File: src/rtl/core/cdq_pkg.sv
// ----------------------------------------------------------------------------
// cdq_pkg
// Types and codes shared by the circular deque and its ring memory.
// ----------------------------------------------------------------------------
package cdq_pkg;

   localparam int unsigned DataWidth = 32;

   // operation codes
   localparam logic [2:0] OP_PUSH_REAR  = 3'd0;
   localparam logic [2:0] OP_PUSH_FRONT = 3'd1;
   localparam logic [2:0] OP_POP_FRONT  = 3'd2;
   localparam logic [2:0] OP_POP_REAR   = 3'd3;
   localparam logic [2:0] OP_DUMP       = 3'd4;

   // result status codes
   localparam logic [1:0] ST_DONE  = 2'd0;
   localparam logic [1:0] ST_FULL  = 2'd1;
   localparam logic [1:0] ST_EMPTY = 2'd2;

   typedef logic signed [DataWidth-1:0] word_type;

   typedef struct packed {
      logic [2:0] op;
      word_type   value;
   } req_type;

   typedef struct packed {
      logic [1:0] status;
      word_type   data;
      logic       last;
      logic       now_full;
      logic       now_empty;
   } rsp_type;

endpackage

File: src/rtl/core/cdq_ring.sv
// ----------------------------------------------------------------------------
// cdq_ring
// Ring storage of the deque: one write port, one read port, registered read.
// ----------------------------------------------------------------------------
module cdq_ring #(
   parameter int unsigned DEPTH = 16
) (
   input  logic                       clock,
   input  logic                       wr_en,
   input  logic [$clog2(DEPTH)-1:0]   wr_addr,
   input  cdq_pkg::word_type          wr_data,
   input  logic                       rd_en,
   input  logic [$clog2(DEPTH)-1:0]   rd_addr,
   output cdq_pkg::word_type          rd_data
);
   import cdq_pkg::*;

   word_type mem [DEPTH];
   word_type rd_data_ff;

   always_ff @(posedge clock) begin
      if (wr_en) begin
         mem[wr_addr] <= wr_data;
      end
   end

   always_ff @(posedge clock) begin
      if (rd_en) begin
         rd_data_ff <= mem[rd_addr];
      end
   end

   assign rd_data = rd_data_ff;

endmodule

File: src/rtl/core/circular_deque.sv
// ----------------------------------------------------------------------------
// circular_deque
// Double-ended queue of signed 32-bit words held in a ring memory.
// ----------------------------------------------------------------------------
// Usage: drive req_item and raise start; the item is taken at the edge where
// start is high and busy is low. Results appear on rsp_item for one cycle,
// flagged by rsp_strobe; the receiver must take them as they come.
// Every result carries now_full/now_empty for the state after the operation.
// Timing by operation:
//   push (either end)   : result in the next cycle, next item at once.
//   pop (either end)    : word via ring read and result registers; busy in
//                         S_READ, and no new item is taken while busy.
//   dump of n words     : first word via ring read and result registers,
//                         then one word per cycle, last flagged, while busy.
//   refused push/pop, dump of an empty deque: one result in the next cycle.
//   codes five to seven : taken, no result.
// The single read port of the ring sets the pop and dump timing.
// Reset: head and tail return to entry 0 and the deque is empty; ring
// contents are not cleared and never read before being written.
// ----------------------------------------------------------------------------
module circular_deque #(
   parameter int unsigned DEPTH = 16
) (
   input  logic             clock,
   input  logic             reset,
   input  logic             start,
   input  cdq_pkg::req_type req_item,
   output logic             busy,
   output logic             rsp_strobe,
   output cdq_pkg::rsp_type rsp_item
);
   import cdq_pkg::*;

   localparam int unsigned IdxWidth = $clog2(DEPTH);
   localparam logic [IdxWidth-1:0] LastIdx = IdxWidth'(DEPTH - 1);

   typedef enum logic [2:0] {
      S_IDLE = 3'b001,
      S_READ = 3'b010,
      S_DUMP = 3'b100
   } state_type;

   function automatic logic [IdxWidth-1:0] wrap_inc(input logic [IdxWidth-1:0] i);
      return (i == LastIdx) ? '0 : i + 1'b1;
   endfunction

   function automatic logic [IdxWidth-1:0] wrap_dec(input logic [IdxWidth-1:0] i);
      return (i == '0) ? LastIdx : i - 1'b1;
   endfunction

   state_type           state_ff, state_in;
   logic [IdxWidth-1:0] head_ff, head_in;
   logic [IdxWidth-1:0] tail_ff, tail_in;
   logic                empty_ff, empty_in;
   logic [IdxWidth-1:0] rd_idx_ff, rd_idx_in;
   logic                rsp_strobe_ff, rsp_strobe_in;
   rsp_type             rsp_item_ff;

   logic [1:0]          rsp_status_in;
   word_type            rsp_data_in;
   logic                rsp_last_in;

   logic                full_cur;
   logic                full_next;

   logic                wr_en;
   logic [IdxWidth-1:0] wr_addr;
   logic                rd_en;
   logic [IdxWidth-1:0] rd_addr;
   word_type            rd_data;

   cdq_ring #(
      .DEPTH (DEPTH)
   ) u_ring (
      .clock   (clock),
      .wr_en   (wr_en),
      .wr_addr (wr_addr),
      .wr_data (req_item.value),
      .rd_en   (rd_en),
      .rd_addr (rd_addr),
      .rd_data (rd_data)
   );

   assign full_cur  = !empty_ff && (wrap_inc(tail_ff) == head_ff);
   assign full_next = !empty_in && (wrap_inc(tail_in) == head_in);

   always_comb begin
      state_in      = state_ff;
      head_in       = head_ff;
      tail_in       = tail_ff;
      empty_in      = empty_ff;
      rd_idx_in     = rd_idx_ff;
      rsp_strobe_in = 1'b0;
      rsp_status_in = ST_DONE;
      rsp_data_in   = '0;
      rsp_last_in   = 1'b1;
      wr_en         = 1'b0;
      wr_addr       = tail_ff;
      rd_en         = 1'b0;
      rd_addr       = head_ff;

      unique case (state_ff)
         S_IDLE: begin
            if (start) begin
               unique case (req_item.op)
                  OP_PUSH_REAR, OP_PUSH_FRONT: begin
                     rsp_strobe_in = 1'b1;
                     if (full_cur) begin
                        rsp_status_in = ST_FULL;
                     end else begin
                        wr_en = 1'b1;
                        if (empty_ff) begin
                           head_in  = '0;
                           tail_in  = '0;
                           empty_in = 1'b0;
                           wr_addr  = '0;
                        end else if (req_item.op == OP_PUSH_REAR) begin
                           tail_in = wrap_inc(tail_ff);
                           wr_addr = wrap_inc(tail_ff);
                        end else begin
                           head_in = wrap_dec(head_ff);
                           wr_addr = wrap_dec(head_ff);
                        end
                     end
                  end
                  OP_POP_FRONT, OP_POP_REAR: begin
                     if (empty_ff) begin
                        rsp_strobe_in = 1'b1;
                        rsp_status_in = ST_EMPTY;
                     end else begin
                        rd_en    = 1'b1;
                        rd_addr  = (req_item.op == OP_POP_FRONT) ? head_ff : tail_ff;
                        state_in = S_READ;
                        if (head_ff == tail_ff) begin
                           head_in  = '0;
                           tail_in  = '0;
                           empty_in = 1'b1;
                        end else if (req_item.op == OP_POP_FRONT) begin
                           head_in = wrap_inc(head_ff);
                        end else begin
                           tail_in = wrap_dec(tail_ff);
                        end
                     end
                  end
                  OP_DUMP: begin
                     if (empty_ff) begin
                        rsp_strobe_in = 1'b1;
                        rsp_status_in = ST_EMPTY;
                     end else begin
                        rd_en     = 1'b1;
                        rd_addr   = head_ff;
                        rd_idx_in = head_ff;
                        state_in  = S_DUMP;
                     end
                  end
                  default: begin
                     // unused codes: item dropped
                  end
               endcase
            end
         end
         S_READ: begin
            rsp_strobe_in = 1'b1;
            rsp_data_in   = rd_data;
            state_in      = S_IDLE;
         end
         S_DUMP: begin
            rsp_strobe_in = 1'b1;
            rsp_data_in   = rd_data;
            rsp_last_in   = (rd_idx_ff == tail_ff);
            if (rd_idx_ff == tail_ff) begin
               state_in = S_IDLE;
            end else begin
               // fetch the following entry while this one goes out
               rd_en     = 1'b1;
               rd_addr   = wrap_inc(rd_idx_ff);
               rd_idx_in = wrap_inc(rd_idx_ff);
            end
         end
         default: begin
            state_in = S_IDLE;
         end
      endcase
   end

   always_ff @(posedge clock) begin
      if (reset) begin
         state_ff      <= S_IDLE;
         head_ff       <= '0;
         tail_ff       <= '0;
         empty_ff      <= 1'b1;
         rsp_strobe_ff <= 1'b0;
      end else begin
         state_ff      <= state_in;
         head_ff       <= head_in;
         tail_ff       <= tail_in;
         empty_ff      <= empty_in;
         rsp_strobe_ff <= rsp_strobe_in;
      end
   end

   always_ff @(posedge clock) begin
      rd_idx_ff <= rd_idx_in;
      if (rsp_strobe_in) begin
         rsp_item_ff.status    <= rsp_status_in;
         rsp_item_ff.data      <= rsp_data_in;
         rsp_item_ff.last      <= rsp_last_in;
         rsp_item_ff.now_full  <= full_next;
         rsp_item_ff.now_empty <= empty_in;
      end
   end

   assign busy       = (state_ff != S_IDLE);
   assign rsp_strobe = rsp_strobe_ff;
   assign rsp_item   = rsp_item_ff;

endmodule
File: config.mk
export PLATFORM = sky130hd
export DESIGN_NAME = circular_deque
export DESIGN_NICKNAME = d
export VERILOG_FILES = /design/src/rtl/core/cdq_pkg.sv /design/src/rtl/core/cdq_ring.sv /design/src/rtl/core/circular_deque.sv
export SDC_FILE = /design/constraint.sdc
export NUM_CORES = 1
export LEC_CHECK = 0
export BUFFER_PORTS_ARGS = -buffer_cell sky130_fd_sc_hd__buf_4
export CORE_MARGIN = 1.5
export CORE_UTILIZATION = 53
export CTS_CLUSTER_DIAMETER = 150
export DETAILED_ROUTE_END_ITERATION = 10
export PLACE_DENSITY = 0.76
export SLEW_MARGIN = 40
export SYNTH_ARGS = -nofsm -noshare
export SYNTH_HDL_FRONTEND = slang
export SYNTH_SLANG_ARGS = --single-unit
File: constraint.sdc
create_clock -name clock -period 6.42 [get_ports clock]
set_input_delay 1.926 -clock clock [delete_from_list [all_inputs] [get_ports clock]]
set_output_delay 1.926 -clock clock [all_outputs]
set_load 0.01 [all_outputs]
* Yosys cells after proc, flatten, opt, wreduce, memory -nomap -nowiden
Memories as Yosys holds them, arrays and structs flattened. A register that Yosys moved wholly into a read port is not among the register bits. Cells that the tools add are included. W data, S select, Z words.
Storage, ports and cells: bits of input ports 38, bits in writable memories 512, word-level logic and storage cells 128, register bits 54, memories 1
Operators by class: add/sub/neg operators 6, eq/ne operators 24, reduce and logical (&&, ||, !) cells 15, muxes and demuxes 71
Memory list:
- u_ring.mem | depth 16, width 32, read ports 1, clocked after memory_dff 1, write ports 1, line cdq_ring.sv:18 | word_type mem [DEPTH];
Operators by type and width (count):
- $mux W4 | 37
- $pmux W4 S2 | 4
- $mux W1 | 18
- $add A4 B1 Y4 const B | 4
- $eq A4 B4 Y1 | 4
- $eq A4 B4 Y1 const B | 4
- $mux W3 | 4
- $pmux W3 S2 | 2
- $reduce_and A5 Y1 | 2
- $eq A3 B2 Y1 const B | 3
- $logic_not A4 Y1 | 2
- $ne A2 B2 Y1 const B | 4
- $pmux W1 S2 | 4
- $sub A4 B1 Y4 const B | 2
- $eq A3 B1 Y1 const B | 2
- $eq A3 B3 Y1 const B | 2
- $ne A3 B1 Y1 const B | 2
- $ne A3 B3 Y1 const B | 2
- $reduce_or A2 Y1 | 3
- $pmux W2 S2 | 1
- $logic_not A3 Y1 | 1
- $reduce_or A3 Y1 | 1
- $logic_and A1 B1 Y1 | 2
- $logic_not A1 Y1 | 2
- other kinds (4) | 4

* Longest topological paths before layout
word-level depth 12, gate-level depth with buffers 15, mapped depth without buffers 13

* Hierarchy
Synthesis repeated with hierarchy kept, for this count alone.
Second synthesis, totals: cell total of the unflattened synthesis 1184, area, all modules 23541.3 sq um
By module, submodules not included:
- cdq_ring | times used 1, cells an instance 838, area an instance 20155.6 sq um
- circular_deque | times used 1, cells an instance 346, area an instance 3385.7 sq um

* Least setup slack after synthesis
OpenSTA, ideal clock, no wires.
path type in2reg, start in req_item[34] in the netlist's numbering, end mem u_ring.mem[12][0] in the netlist's numbering, enable pin, arrival time 4839 ps, data required time 5999 ps, path slack 1160 ps, stages 10, path buffers 1, path through clkbuf_1 > or2_2 > nor2_1 > nand2_1 > nor2_1 > a21oi_1 > o32ai_1 > a32oi_1 > or2_2 > nor2_1
Between the ends: longest elaborated chain between the ends 7, elaborated cells on any way between the ends 14, classes of those cells 1 x eq/ne; 11 x mux; 2 x reduce/logical
RTL lines:
- start: declaration | line circular_deque.sv:27 | input cdq_pkg::req_type req_item,
- $eq A3 B1 Y1 or $logic_not A3 Y1 (tied branches) | line circular_deque.sv:105, circular_deque.sv:117
- $reduce_or A2 Y1 or $mux W4 (tied branches) | line circular_deque.sv:105, circular_deque.sv:117
- $mux W1 or $mux W4 (tied branches) | line circular_deque.sv:105, circular_deque.sv:112
- $mux W1 or $mux W4 (tied branches) | line circular_deque.sv:104, circular_deque.sv:108
- $mux W1 or $mux W4 (tied branches) | line circular_deque.sv:102, circular_deque.sv:105
- $mux W1 or $mux W4 (tied branches) | line cdq_ring.sv:22, circular_deque.sv:104
- $mux W1 (implied by the code) or $mux W4 (tied branches) | line cdq_ring.sv:23, circular_deque.sv:102
- end: declaration | line cdq_ring.sv:18
Parallel ways exist; a longest one is shown, timed or not.

* Worst setup path after layout
start reg tail_ff[0], end mem u_ring.mem[8][3] in the netlist's numbering, enable pin
Between the ends: longest elaborated chain between the ends 10, elaborated cells on any way between the ends 17, classes of those cells 1 x add/sub; 2 x eq/ne; 13 x mux; 1 x reduce/logical
RTL lines:
- start: declaration | line circular_deque.sv:53 | logic [IdxWidth-1:0] tail_ff, tail_in;
- start signal: assignment | line circular_deque.sv:196 | tail_ff <= tail_in;
- $add A4 B1 Y4 or $eq A4 B4 Y1 (tied branches) | line circular_deque.sv:44 | return (i == LastIdx) ? '0 : i + 1'b1;
- $mux W4 | line circular_deque.sv:44
- $eq A4 B4 Y1 | line circular_deque.sv:84 | assign full_cur = !empty_ff && (wrap_inc(tail_ff) == head_ff);
- $logic_and A1 B1 Y1 | line circular_deque.sv:84
- $mux W1 | line circular_deque.sv:108 | if (full_cur) begin
- $mux W1 | line circular_deque.sv:105 | unique case (req_item.op)
- $mux W1 | line circular_deque.sv:104 | if (start) begin
- $mux W1 | line circular_deque.sv:102 | unique case (state_ff)
- $mux W1 | line cdq_ring.sv:22 | if (wr_en) begin
- $mux W1 (implied by the code) | line cdq_ring.sv:23 | mem[wr_addr] <= wr_data;
Parallel ways exist; a longest one is shown, timed or not.

==> flow_metrics.env <==
export IMPL_area_growth_pct=14.2
export IMPL_cts_buffers=57
export IMPL_h_tree_depth=2
export IMPL_setup_viol_count_final=0
export IMPL_io_pins=77
export IMPL_cp_arrival_ns=5.05
export IMPL_worst_path_max_delay_cell="dfxtp_1"
export IMPL_synth_area_per_cell_sq_um=13.9
export IMPL_dr_pass1_iters=6
export IMPL_syn_num_nets=1803
export IMPL_p_clk_share_pct=43.2
export IMPL_fin_crit_sh_pct=73.7
export IMPL_io_buffers=76
export IMPL_fin_cells=2466
export IMPL_slew_headroom_pct=45.0
export IMPL_post_drt_wl_per_cell_um=22.6
export IMPL_seqPwrFrac_pct=53.5
export IMPL_coreArea_sq_mm=0.0455
export IMPL_post_route_drc_count=0
export IMPL_cts_num_sinks=598
export IMPL_slew_viol_final=0
export IMPL_cts_tree="done"
export IMPL_synthCells=1759
export IMPL_hold_class="flop to flop"
export IMPL_synth_area_top_cells="edfxtp_1, a211oi_1, nand2_1"
export IMPL_swShare_pct=20.6
export IMPL_viasPerCell=6.14
export IMPL_clk_path_buf_depth=3
export IMPL_synth_main_ff_cell="edfxtp_1"
export IMPL_power_switching_mw=1.66
export IMPL_critPathLaunch="tail_ff[0]"
export IMPL_p_int_mw=6.42
export IMPL_cpPeakStageDelay_ns=0.75
export IMPL_ys_seq_elements=598
export IMPL_vdd_ir_drop_max_mv=0.229
export IMPL_path_cells="inv_1 -> ha_1 -> xor2_1 -> nor3_1 -> nand2_2 -> o21ai_0 -> a32oi_1 -> nand2b_1 -> nor2_4 -> buf_4"
export IMPL_ff2ff_path_depth=10
export IMPL_totalWireLength_um=55800
export IMPL_drt_iter0_drc=1486
export IMPL_power_density_mw_per_mm2=289
export IMPL_async_flop_share_pct=0
export IMPL_grt_pass1_wl_um=86300
export IMPL_p_leak_nw=9.05
export IMPL_die_area_sq_mm=0.0476
export IMPL_syn_area_sq_mm=0.0245
export IMPL_holdBufCountCts=0
export IMPL_required_ns=6.74
export IMPL_path_clk_slew_ns=0.06
export IMPL_cts_resized=0
export IMPL_rsz0062_at_grt="false"
export IMPL_post_route_min_period_ns=4.73
export IMPL_max_freq_ghz=0.211
export IMPL_fin_tns_setup_ns=0
export IMPL_crit_reg2reg_capture="u_ring.mem[8][3]"
export IMPL_worst_slew_pin_slew_ns=0.823
export IMPL_gp_congestion=0.833
export IMPL_gr_total_overflow=0
export IMPL_die_y_um=218
export IMPL_detail_route_antenna_nets=0
export IMPL_worstSetupEndpoint="u_ring.mem[8][3]"
export IMPL_cp_max_fo=18
export IMPL_holdWs_ns=0.509
export IMPL_status="finished clean"
export IMPL_initial_core_util_pct=53.9
export IMPL_r2r_start="tail_ff[0]"
export IMPL_ys_seq_area_share_pct=72.7
export IMPL_rrSetupSlack_ns=1.69
export IMPL_vias=15130
export IMPL_grt_use_total_pct=23.8
export IMPL_place_inst=2356
export IMPL_synth_edff_count=585
export IMPL_whs_path_depth=1
export IMPL_grt_pass1_vias=14710
export IMPL_critPathKind="flop to flop"
export IMPL_hold_violations=0
export IMPL_final_nets=1861
export IMPL_combPwrFrac_pct=3.2
export IMPL_ys_warn_count=0
export IMPL_drv_cap=0
export IMPL_end_kind="flop"
export IMPL_worstSkewPairLatency_ns=0.64
export IMPL_worstSetupStartpointType="flop"
export IMPL_stdcell_area_sq_mm=0.0280
export IMPL_ys_types=72
export IMPL_antenna_found_initial=0
export IMPL_placed_area_sq_mm=0.0260
export IMPL_place_hpwl_um=32800
export IMPL_diodes=0
export IMPL_cts_root_buf="clkbuf_16"
export IMPL_grt_max_degree=93
export IMPL_drive_gt1_share_pct=14.1
export IMPL_nFillCells=3313
export IMPL_skew_ns=0.0323
export IMPL_die_width_um=218
export IMPL_post_cts_setup_buffers=0
export IMPL_synth_top_area_share_pct=71.6
export IMPL_yosysTopAreaCell="edfxtp_1"
export IMPL_rows=78
[cells in the final DEF (no fill, tap or decap), drive strengths merged, types with 17 or more instances in the layout]
master,instances
edfxtp,585
nand2,290
a211oi,161
nor2b,131
buf,126
a21oi,81
a31oi,72
a311oi,70
clkbuf,62
nor2,52
and2,34
clkinv,24
inv,17
o21ai,17
[routing by layer]
metal | global-route usage, % | part of all wire (%) | vias to the layer above
met5 | 0 | 0 | -
met4 | 7.56 | 2.5 | 0
met3 | 3.76 | 7.1 | 96
met2 | 39.4 | 49 | 649
met1 | 32.5 | 41 | 7509
li1 | - | - | 6876
[flip-flops by register name, indices dropped and copies added, names as in the netlist]
name,count
u_ring.mem,512
rsp_item,37
u_ring.rd_data,32
head_ff,4
rd_idx_ff,4
tail_ff,4
state_ff,3
empty_ff,1
rsp_strobe,1
[metrics by stage]
| stage | setup WS (ns) | power [mW] | util [%] |
|---|---|---|---|
| global placement | 1.31 | 4.67 | 56.9 |
| CTS | 1.71 | 8.14 | 61.5 |
| floorplan | 1.16 | 4.54 | - |
| finish | 1.69 | 8.09 | 61.6 |
| global route | 1.36 | 8.31 | 61.6 |
| detailed placement | 1.04 | 4.67 | 57.1 |
[cells by family (layout without fill, tap and decap cells)]
| group | Yosys count | count (layout) | synth area share [%] |
|---|---|---|---|
| xor gates and xnor gates | 18 | 18 | 0.704 |
| muxes | 5 | 5 | 0.224 |
| DFF | 598 | 598 | 72.7 |
| adders and majority gates | 6 | 6 | 0.306 |
| AOI/OAI and AO/OA | 442 | 442 | 12.9 |
| buffers and inverters | 141 | 248 | 2.50 |
| and+or+nand+nor | 549 | 549 | 10.7 |
[worst max-delay path, delay by kind of cell (launching register included)]
| family | cells | cell delay [ns] |
|---|---|---|
| AOI/OAI and AO/OA | 2 | 0.66 |
| xor gates and xnor gates | 1 | 0.20 |
| adders and majority gates | 1 | 0.43 |
| buffers and inverters | 2 | 0.46 |
| DFF | 1 | 0.75 |
| and+or+nand+nor | 4 | 1.91 |
[final cells by class]
class / instances / area, sq um / share of cell area [%]
tap: 600 / 751 / 2.68
clock inverter: 46 / 515 / 1.84
sequential: 598 / 17800 / 63.6
clock buffer: 62 / 1470 / 5.23
inverter: 14 / 52.6 / 0.188
multi-input combinational: 1020 / 6260 / 22.3
timing repair buffer: 126 / 1140 / 4.07
[power by group through the flow]
stage          logic, mW  registers, mW  clock network (mW)
2_1_floorplan      0.123           4.41                   0
3_3_place_gp       0.252           4.41                   0
3_5_place_dp       0.259           4.42                   0
4_1_cts            0.260           4.33                3.54
5_1_grt            0.284           4.33                3.69
6_report           0.261           4.33                3.50
[Yosys cell counts, types with 3 or more instances]
cell type    n
or2_2        3
a31oi_1     72
nand2_1    289
and2_1      34
buf_2       47
xnor2_1      9
mux2i_1      3
nor3b_1      3
buf_1        5
o21ai_1      3
inv_1       14
nor4_1       4
o21ai_0     13
nor3_1       8
nor2b_1    131
nand2b_1     6
a211oi_1   161
ha_1         6
o32ai_1      4
a32oi_1      3
dfxtp_1     13
clkbuf_1    70
o31ai_1      7
a21oi_1     81
xor2_1       8
buf_4        3
edfxtp_1   585
nor2_1      52
a311oi_1    68
[worst min-delay path by stage]
| stage | startpoint | to | slack, ns |
|---|---|---|---|
| floorplan | u_ring.rd_data[7] | rsp_item[10] | 0.50 |
| global placement | u_ring.rd_data[31] | rsp_item[34] | 0.50 |
| detailed placement | u_ring.rd_data[10] | rsp_item[13] | 0.51 |
| CTS | u_ring.rd_data[12] | rsp_item[15] | 0.51 |
| global route | u_ring.rd_data[12] | rsp_item[15] | 0.53 |
| finish | u_ring.rd_data[12] | rsp_item[15] | 0.51 |
Power figures use the tool's default switching activity.
